File: src/hdl/lale_pkg.sv
`default_nettype none
// ----------------------------------------------------------------------------
// lale_pkg
// Shared constants for the line assembler: keywords, line terminators,
// result kind codes and reset values.
// ----------------------------------------------------------------------------
package lale_pkg;

  localparam int unsigned LINE_DEPTH_DEF = 64;

  localparam int unsigned KW_LEN  = 7;
  localparam int unsigned KW_BITS = 8 * KW_LEN;

  // "OK+CONN" and "OK+LOST", first character in the top byte
  localparam logic [KW_BITS-1:0] KW_CONN = 56'h4F4B2B434F4E4E;
  localparam logic [KW_BITS-1:0] KW_LOST = 56'h4F4B2B4C4F5354;

  localparam logic [7:0] CHAR_LF  = 8'h0A;
  localparam logic [7:0] CHAR_CR  = 8'h0D;
  localparam logic [7:0] CHAR_NUL = 8'h00;

  localparam int unsigned MAXLEN_W = 7;
  localparam logic [MAXLEN_W-1:0] MAXLEN_RST = 7'd64;
  localparam logic [MAXLEN_W-1:0] MAXLEN_MIN = 7'd2;

  localparam logic [1:0] KIND_STATUS = 2'd0;
  localparam logic [1:0] KIND_BYTE   = 2'd1;
  localparam logic [1:0] KIND_EMPTY  = 2'd2;

  typedef enum logic [1:0] {
    ST_IDLE  = 2'b01,
    ST_DRAIN = 2'b10
  } st_t;

endpackage
`default_nettype wire

File: src/hdl/line_assembler_with_link_events.sv
`default_nettype none
// A status or empty-line result is registered in the output slot at the input
//   transfer; line bytes pass through the RAM read register on their way out.
// Throughput: one byte per cycle while the output slot is free; input stalls
//   while a line drains from the line store.
// Reset (synchronous, rst_n low): store empty, link down, max length 64; the
//   line store RAM is not cleared, the fill count guards it.
// ----------------------------------------------------------------------------
// line_assembler_with_link_events
// Appends received bytes to a line store held in a synchronous RAM, watches
// for the link keywords and emits completed lines byte by byte.
// ----------------------------------------------------------------------------
module line_assembler_with_link_events #(
  parameter int unsigned LINE_DEPTH = lale_pkg::LINE_DEPTH_DEF
) (
  input  wire logic       clk,
  input  wire logic       rst_n,
  // byte input
  input  wire logic       in_valid,
  output logic            in_stall,
  input  wire logic [7:0] in_rx_byte,
  // results
  output logic            out_valid,
  input  wire logic       out_stall,
  output logic [1:0]      out_kind,
  output logic [7:0]      out_line_byte,
  output logic            out_last,
  output logic            out_connected,
  // configuration
  input  wire logic       cfg_valid,
  output logic            cfg_ready,
  input  wire logic [lale_pkg::MAXLEN_W-1:0] cfg_max_line_length
);

  localparam int unsigned AW = $clog2(LINE_DEPTH);
  localparam int unsigned CW = (AW > lale_pkg::MAXLEN_W) ? AW : lale_pkg::MAXLEN_W;
  localparam int unsigned RW = lale_pkg::KW_BITS;

  // --------------------------------------------------------------------------
  // State registers
  // --------------------------------------------------------------------------
  lale_pkg::st_t st_r;
  logic [AW-1:0] fill_r;        // bytes currently held in the store
  logic [RW-1:0] recent_r;      // last seven stored bytes, newest lowest
  logic          zseen_r;       // a zero byte sits in the store
  logic [AW-1:0] zpos_r;        // index of the first zero byte
  logic          link_r;
  logic [lale_pkg::MAXLEN_W-1:0] maxlen_r;

  // drain sequencer
  logic [AW-1:0] rd_cnt_r;      // next store index to read
  logic [AW-1:0] km1_r;         // index of the final byte of the line
  logic          rd_done_r;     // all line bytes have been read
  logic          pend_r;        // ram_q_r holds a byte not yet in the output
  logic          pend_last_r;
  logic [7:0]    ram_q_r;

  // output register
  logic          out_valid_r;
  logic [1:0]    out_kind_r;
  logic [7:0]    out_byte_r;
  logic          out_last_r;
  logic          out_conn_r;

  // line store
  logic [7:0] mem [LINE_DEPTH];

  // --------------------------------------------------------------------------
  // Handshakes
  // --------------------------------------------------------------------------
  logic out_free;
  logic in_xfer;
  logic drain_issue;
  logic drain_load;

  // the output slot can take a new result this cycle
  assign out_free  = !out_valid_r || !out_stall;
  // one item at a time: no new byte while a line drains or a full slot is stalled
  assign in_stall  = (st_r == lale_pkg::ST_DRAIN) || !out_free;
  assign in_xfer   = in_valid && !in_stall;
  assign cfg_ready = (st_r == lale_pkg::ST_IDLE);

  // read the next line byte when the data register is free or being emptied
  assign drain_issue = (st_r == lale_pkg::ST_DRAIN) && !rd_done_r && (!pend_r || out_free);
  assign drain_load  = pend_r && out_free;

  // --------------------------------------------------------------------------
  // Append stage: what the store looks like after this byte goes in
  // --------------------------------------------------------------------------
  logic          app_wr;
  logic [AW-1:0] app_fill;
  logic [RW-1:0] app_recent;
  logic          app_zseen;
  logic [AW-1:0] app_zpos;

  always_comb begin
    app_wr     = 1'b0;
    app_fill   = '0;
    app_recent = '0;
    app_zseen  = 1'b0;
    app_zpos   = zpos_r;
    if (fill_r != AW'(LINE_DEPTH - 1)) begin
      app_wr     = 1'b1;
      app_fill   = fill_r + AW'(1);
      app_recent = {recent_r[RW-9:0], in_rx_byte};
      app_zseen  = zseen_r;
      if (in_rx_byte == lale_pkg::CHAR_NUL && !zseen_r) begin
        app_zseen = 1'b1;
        app_zpos  = fill_r;
      end
    end
    // full store: byte dropped and the store empties
  end

  // --------------------------------------------------------------------------
  // Decision stage: keywords, terminators, line length
  // --------------------------------------------------------------------------
  logic          kw_arm;
  logic          is_term;
  logic [CW-1:0] lim_ext;
  logic [CW-1:0] end_ext;
  logic [CW-1:0] k_len;

  assign kw_arm  = !app_zseen && (app_fill >= AW'(lale_pkg::KW_LEN));
  assign is_term = (in_rx_byte == lale_pkg::CHAR_LF) || (in_rx_byte == lale_pkg::CHAR_CR);
  assign lim_ext = CW'(maxlen_r - lale_pkg::MAXLEN_W'(1));
  // a zero byte always lies below the fill count, so it ends the line first
  assign end_ext = app_zseen ? CW'(app_zpos) : CW'(app_fill);
  assign k_len   = (end_ext < lim_ext) ? end_ext : lim_ext;

  logic          commit;        // state follows the append/decision result
  logic          clr;
  logic          link_nxt;
  logic          start_drain;
  logic [1:0]    res_kind;

  always_comb begin
    commit      = 1'b0;
    clr         = 1'b0;
    link_nxt    = link_r;
    start_drain = 1'b0;
    res_kind    = lale_pkg::KIND_STATUS;
    if (maxlen_r >= lale_pkg::MAXLEN_MIN) begin
      commit = 1'b1;
      if (kw_arm && app_recent == lale_pkg::KW_CONN) begin
        link_nxt = 1'b1;
        clr      = 1'b1;
      end else if (kw_arm && app_recent == lale_pkg::KW_LOST) begin
        link_nxt = 1'b0;
        clr      = 1'b1;
      end else if (is_term) begin
        clr = 1'b1;
        if (app_fill > AW'(1)) begin
          if (k_len == '0) begin
            res_kind = lale_pkg::KIND_EMPTY;
          end else begin
            start_drain = 1'b1;
          end
        end
      end
    end
    // max length below two: byte ignored, status only
  end

  // --------------------------------------------------------------------------
  // Line store RAM: one write port at the fill index, one registered read
  // port for draining. A byte written at a transfer is read no earlier than
  // the following cycle, so no forwarding is needed.
  // --------------------------------------------------------------------------
  always_ff @(posedge clk) begin
    if (in_xfer && commit && app_wr) begin
      mem[fill_r] <= in_rx_byte;
    end
  end

  always_ff @(posedge clk) begin
    if (drain_issue) begin
      ram_q_r <= mem[rd_cnt_r];
    end
  end

  // --------------------------------------------------------------------------
  // Control and output registers
  // --------------------------------------------------------------------------
  always_ff @(posedge clk) begin
    if (!rst_n) begin
      st_r        <= lale_pkg::ST_IDLE;
      fill_r      <= '0;
      recent_r    <= '0;
      zseen_r     <= 1'b0;
      link_r      <= 1'b0;
      maxlen_r    <= lale_pkg::MAXLEN_RST;
      rd_done_r   <= 1'b1;
      pend_r      <= 1'b0;
      out_valid_r <= 1'b0;
    end else begin
      if (cfg_valid && cfg_ready) begin
        maxlen_r <= cfg_max_line_length;
      end

      // slot fills from a byte transfer that starts no drain or a drained byte, else empties once taken
      if ((in_xfer && !start_drain) || drain_load) begin
        out_valid_r <= 1'b1;
      end else if (out_valid_r && !out_stall) begin
        out_valid_r <= 1'b0;
      end

      if (in_xfer) begin
        if (commit) begin
          fill_r   <= clr ? '0 : app_fill;
          recent_r <= clr ? '0 : app_recent;
          zseen_r  <= clr ? 1'b0 : app_zseen;
          zpos_r   <= app_zpos;
          link_r   <= link_nxt;
        end
        if (start_drain) begin
          st_r      <= lale_pkg::ST_DRAIN;
          rd_cnt_r  <= '0;
          rd_done_r <= 1'b0;
          km1_r     <= AW'(k_len - CW'(1));
        end else begin
          out_kind_r  <= res_kind;
          out_byte_r  <= '0;
          out_last_r  <= 1'b1;
          out_conn_r  <= link_nxt;
        end
      end

      // drain: read side
      if (drain_issue) begin
        rd_cnt_r    <= rd_cnt_r + AW'(1);
        rd_done_r   <= (rd_cnt_r == km1_r);
        pend_last_r <= (rd_cnt_r == km1_r);
      end

      // drain: move the read byte into the output slot
      if (drain_issue) begin
        pend_r <= 1'b1;
      end else if (drain_load) begin
        pend_r <= 1'b0;
      end

      if (drain_load) begin
        out_kind_r  <= lale_pkg::KIND_BYTE;
        out_byte_r  <= ram_q_r;
        out_last_r  <= pend_last_r;
        out_conn_r  <= link_r;
        if (pend_last_r) begin
          st_r <= lale_pkg::ST_IDLE;
        end
      end
    end
  end

  assign out_valid     = out_valid_r;
  assign out_kind      = out_kind_r;
  assign out_line_byte = out_byte_r;
  assign out_last      = out_last_r;
  assign out_connected = out_conn_r;

endmodule
`default_nettype wire

File: config.mk
export PLATFORM = sky130hd
export DESIGN_NAME = line_assembler_with_link_events
export DESIGN_NICKNAME = d
export VERILOG_FILES = /design/src/hdl/lale_pkg.sv /design/src/hdl/line_assembler_with_link_events.sv
export SDC_FILE = /design/constraint.sdc
export NUM_CORES = 1
export LEC_CHECK = 0
export BUFFER_PORTS_ARGS = -buffer_cell sky130_fd_sc_hd__clkbuf_2
export CORE_UTILIZATION = 30
export DETAILED_ROUTE_END_ITERATION = 8
export SLEW_MARGIN = 15
export SYNTH_ARGS = -nofsm -noshare
export SYNTH_HDL_FRONTEND = slang
export SYNTH_SLANG_ARGS = --single-unit
File: constraint.sdc
create_clock -name clk -period 7.4 [get_ports clk]
set_clock_uncertainty 0.1 [all_clocks]
set_input_delay 2.22 -clock clk [delete_from_list [all_inputs] [get_ports clk]]
set_output_delay 2.22 -clock clk [all_outputs]
set_load 0.03 [all_outputs]
==> insert_results.sql <==
INSERT INTO impl_metrics (metric_group, metric, value, unit) VALUES
('clocking', 'cts.hold.buffers_added', '0', ''),
('worst_setup_path', 'critical_path.startpoint_type', 'input pin', ''),
('finish', 'nFillCells', '7688', ''),
('clocking', 'clock_latency', '610', 'ps'),
('run', 'maximum_capacitance_violations', '0', ''),
('status', 'outcome', 'finished, final reports clean', ''),
('worst_setup_path', 'critical_path.max_stage_delay', '590', 'ps'),
('clocking', 'cts_root_buf', 'clkbuf_16', ''),
('global_routing', 'grt_start_max_net_pins', '70', ''),
('synth', 'yosysWarnings', '0', ''),
('placement', 'gp_congestion', '0.851', ''),
('worst_setup_path', 'timing.reg2reg.setup_slack', '2000', 'ps'),
('worst_setup_path', 'worst_setup_path_endpoint', 'rd_cnt_r[0]$_SDFFCE_PN0P_', ''),
('worst_setup_path', 'arrival', '6390', 'ps'),
('timing', 'max_freq', '160', 'MHz'),
('worst_setup_path', 'reg2regPathDepth', '15', ''),
('timing', 'report.final.hold_viol_count', '0', ''),
('synth', 'syn-num-nets', '1357', ''),
('synth', 'synth.yosys.seq_area_share', '72.2', '%'),
('finish', 'flow.area_growth_from_synthesis', '14.7', '%'),
('worst_setup_path', 'critical_path.max_fanout', '13', ''),
('worst_setup_path', 'r2r_start', 'fill_r[1]$_SDFFE_PN0P_', ''),
('global_routing', 'grt_pass1_vias', '13200', ''),
('placement', 'total_placed_cells_including_tap_cells', '2385', ''),
('timing', 'number_of_pins_with_negative_max_slew_slack_in_the_final_report', '0', ''),
('synth', 'postSynthRegisterBits', '619', ''),
('worst_hold_path', 'timing.hold.worst.class', 'reg2reg', ''),
('worst_setup_path', 'timing.critical_path.required', '7530', 'ps'),
('clocking', 'post-cts-setup-buffers', '0', ''),
('floorplan', 'core.rowCount', '105', ''),
('worst_setup_path', 'worst-setup-path-type', 'in2reg', ''),
('global_routing', 'gr-usage-all-layers', '14.5', '%'),
('detailed_routing', 'drc_errors', '0', ''),
('placement', 'post-dp-hpwl', '37200', 'µm'),
('timing', 'tightest_slew', '971', 'ps'),
('clocking', 'clk_path_buf_depth', '3', ''),
('timing', 'totalNegativeSetupSlack', '0', 'ps'),
('worst_setup_path', 'slowest_stage', 'or4_4', ''),
('synth', 'synth_top_area_cell', 'edfxtp_1', ''),
('placement', 'port_buffers', '34', ''),
('timing', 'final.min_clock_period', '6260', 'ps'),
('clocking', 'cts.sinks', '619', ''),
('detailed_routing', 'dr_total_vias', '12900', ''),
('finish', 'finalNetCount', '1416', ''),
('floorplan', 'top_level_ports', '35', ''),
('worst_setup_path', 'timing.critical_path.from', 'in_rx_byte[6]', ''),
('clocking', 'postCtsResizedCells', '0', ''),
('detailed_routing', 'drt-wirelength-per-cell', '23.9', 'µm'),
('clocking', 'clock_tree.htree_level_count', '3', ''),
('floorplan', 'overall_die_width', '290', 'µm'),
('power_and_ir_drop', 'share_seq_of_total_power', '52.1', '%'),
('synth', 'synth_top_area_share', '66.7', '%'),
('synth', 'dominantRegCellSynth', 'edfxtp_1', ''),
('timing', 'fin_crit_sh', '84.6', '%'),
('worst_setup_path', 'timing.rr.end', 'rd_cnt_r[0]$_SDFFCE_PN0P_', ''),
('global_routing', 'grt_antenna_before_repair', '6', ''),
('power_and_ir_drop', 'leak', '8.75', 'nW'),
('worst_setup_path', 'cpLargestDelayFamily', 'compound AO/OA/AOI/OAI gates', ''),
('timing', 'setup_viol', '0', ''),
('worst_setup_path', 'timing.critical_path.to_type', 'register', ''),
('detailed_routing', 'drt_iter0_markers', '1200', ''),
('synth', 'yosysUniqueCellTypes', '60', ''),
('floorplan', 'core_region_area', '82000', 'µm²'),
('finish', 'layout.core_utilization', '34.7', '%'),
('worst_hold_path', 'hold_wc_startpoint', 'st_r[1]$_SDFF_PN0_', ''),
('synth', 'netlist_area', '24800', 'µm²'),
('clocking', 'cts_tree', 'built', ''),
('finish', 'layoutNonFillerInstCount', '2506', ''),
('power_and_ir_drop', 'switching_share', '20.9', '%'),
('floorplan', 'dieArea', '83900', 'µm²'),
('power_and_ir_drop', 'max-vdd-ir-drop', '0.000140', 'V');
==> flip-flops by register name, indices dropped and copies added, names as in the netlist, 2 cells and up <==
signal,flops
ram_q_r,8
out_line_byte,8
fill_r,6
maxlen_r,7
st_r,2
mem,512
zpos_r,6
out_kind,2
recent_r,48
rd_cnt_r,6
km1_r,6
==> power groups by stage <==
stage / registers (mW) / logic (mW) / clock network, mW
after floorplan: 3.91 / 0.0982 / 0
after global placement: 3.92 / 0.204 / 0
after detailed placement: 3.92 / 0.210 / 0
after CTS: 3.84 / 0.211 / 3.38
after global routing: 3.84 / 0.225 / 3.51
final: 3.84 / 0.207 / 3.33
==> cell usage in the layout, fill, tap and decap left out, types with 13 or more instances in the layout <==
cell type,netlist,final
mux4_2,168,168
a22o_1,34,34
nor2_1,107,106
clkinv_1,2,14
clkinv_2,0,13
edfxtp_1,551,551
nand3_1,27,27
xnor2_1,14,14
dfxtp_1,68,68
and3_1,15,15
nand2_1,48,48
a21oi_1,24,24
a22oi_1,13,13
buf_4,0,29
inv_1,14,14
clkbuf_16,0,71
o21ai_0,14,14
clkbuf_2,0,34
==> worst min path at each step <==
stage / slack, ps / endpoint / depth (start not counted)
after floorplan: 330 / st_r[0]$_SDFF_PN1_ / 1
after global placement: 350 / st_r[0]$_SDFF_PN1_ / 1
after detailed placement: 360 / st_r[1]$_SDFF_PN0_ / 2
after CTS: 370 / st_r[1]$_SDFF_PN0_ / 2
after global routing: 380 / st_r[1]$_SDFF_PN0_ / 2
final: 380 / st_r[1]$_SDFF_PN0_ / 2
==> tightest hold or removal path: stages, from the launching register on <==
cell	delay (ps)
dfxtp_1	320
inv_1	50
a21oi_1	50
==> metal layers <==
layer,up-vias,share of wire [%],GRT usage (%)
met5,-,0.054,0
met4,6,2.1,3.49
met3,111,6.0,2.90
met2,388,48,23.2
met1,6873,44,20.2
li1,5556,-,-
==> through the flow <==
stage	hold WS (ps)	power (mW)	worst slack (ps)	area, µm²
final	376	7.38	1140	28500
after global routing	383	7.58	908	28400
after CTS	373	7.43	1170	28400
after detailed placement	365	4.13	548	26300
after global placement	353	4.12	641	26300
after floorplan	332	4.01	953	24800
==> cells in the mapped netlist, types with 6 or more instances <==
library cell	n
nor4_1	8
a21o_1	6
nor4bb_1	9
xor2_1	8
nand3_1	27
clkbuf_1	52
inv_1	14
or3_1	8
o21ai_0	14
a21oi_1	24
edfxtp_1	551
nor2_1	107
ha_1	12
a22o_1	34
nor3_1	10
mux4_2	168
dfxtp_1	68
a22oi_1	13
nand4_1	12
xnor2_1	14
and3_1	15
a31oi_1	7
buf_1	20
nand2_1	48
mux2_2	8
==> layout make-up <==
cell class | count | area, µm² | share of cell area (%)
antenna | 2 | 5.00 | 0.0176
clock buffer | 83 | 1850 | 6.51
clock inverter | 36 | 338 | 1.19
inverter | 16 | 60.1 | 0.211
multi-input combinational | 617 | 6560 | 23.1
sequential | 619 | 17900 | 62.9
tap | 1070 | 1340 | 4.71
timing repair buffer | 63 | 388 | 1.36
==> logic make-up (layout without fill, tap and decap cells) <==
logic type      after synthesis  in the layout  share of synthesized area, %
xor+xnor                     22             22                         0.777
flops                       619            619                          72.2
buf+inv                      89            198                          1.38
other cells                   0              2                             0
compound gates              122            122                          3.52
fa+ha+maj                    12             12                         0.605
simple gates                283            283                          5.85
mux                         178            178                          15.7
No activity file was read; power rests on OpenSTA's default activity.
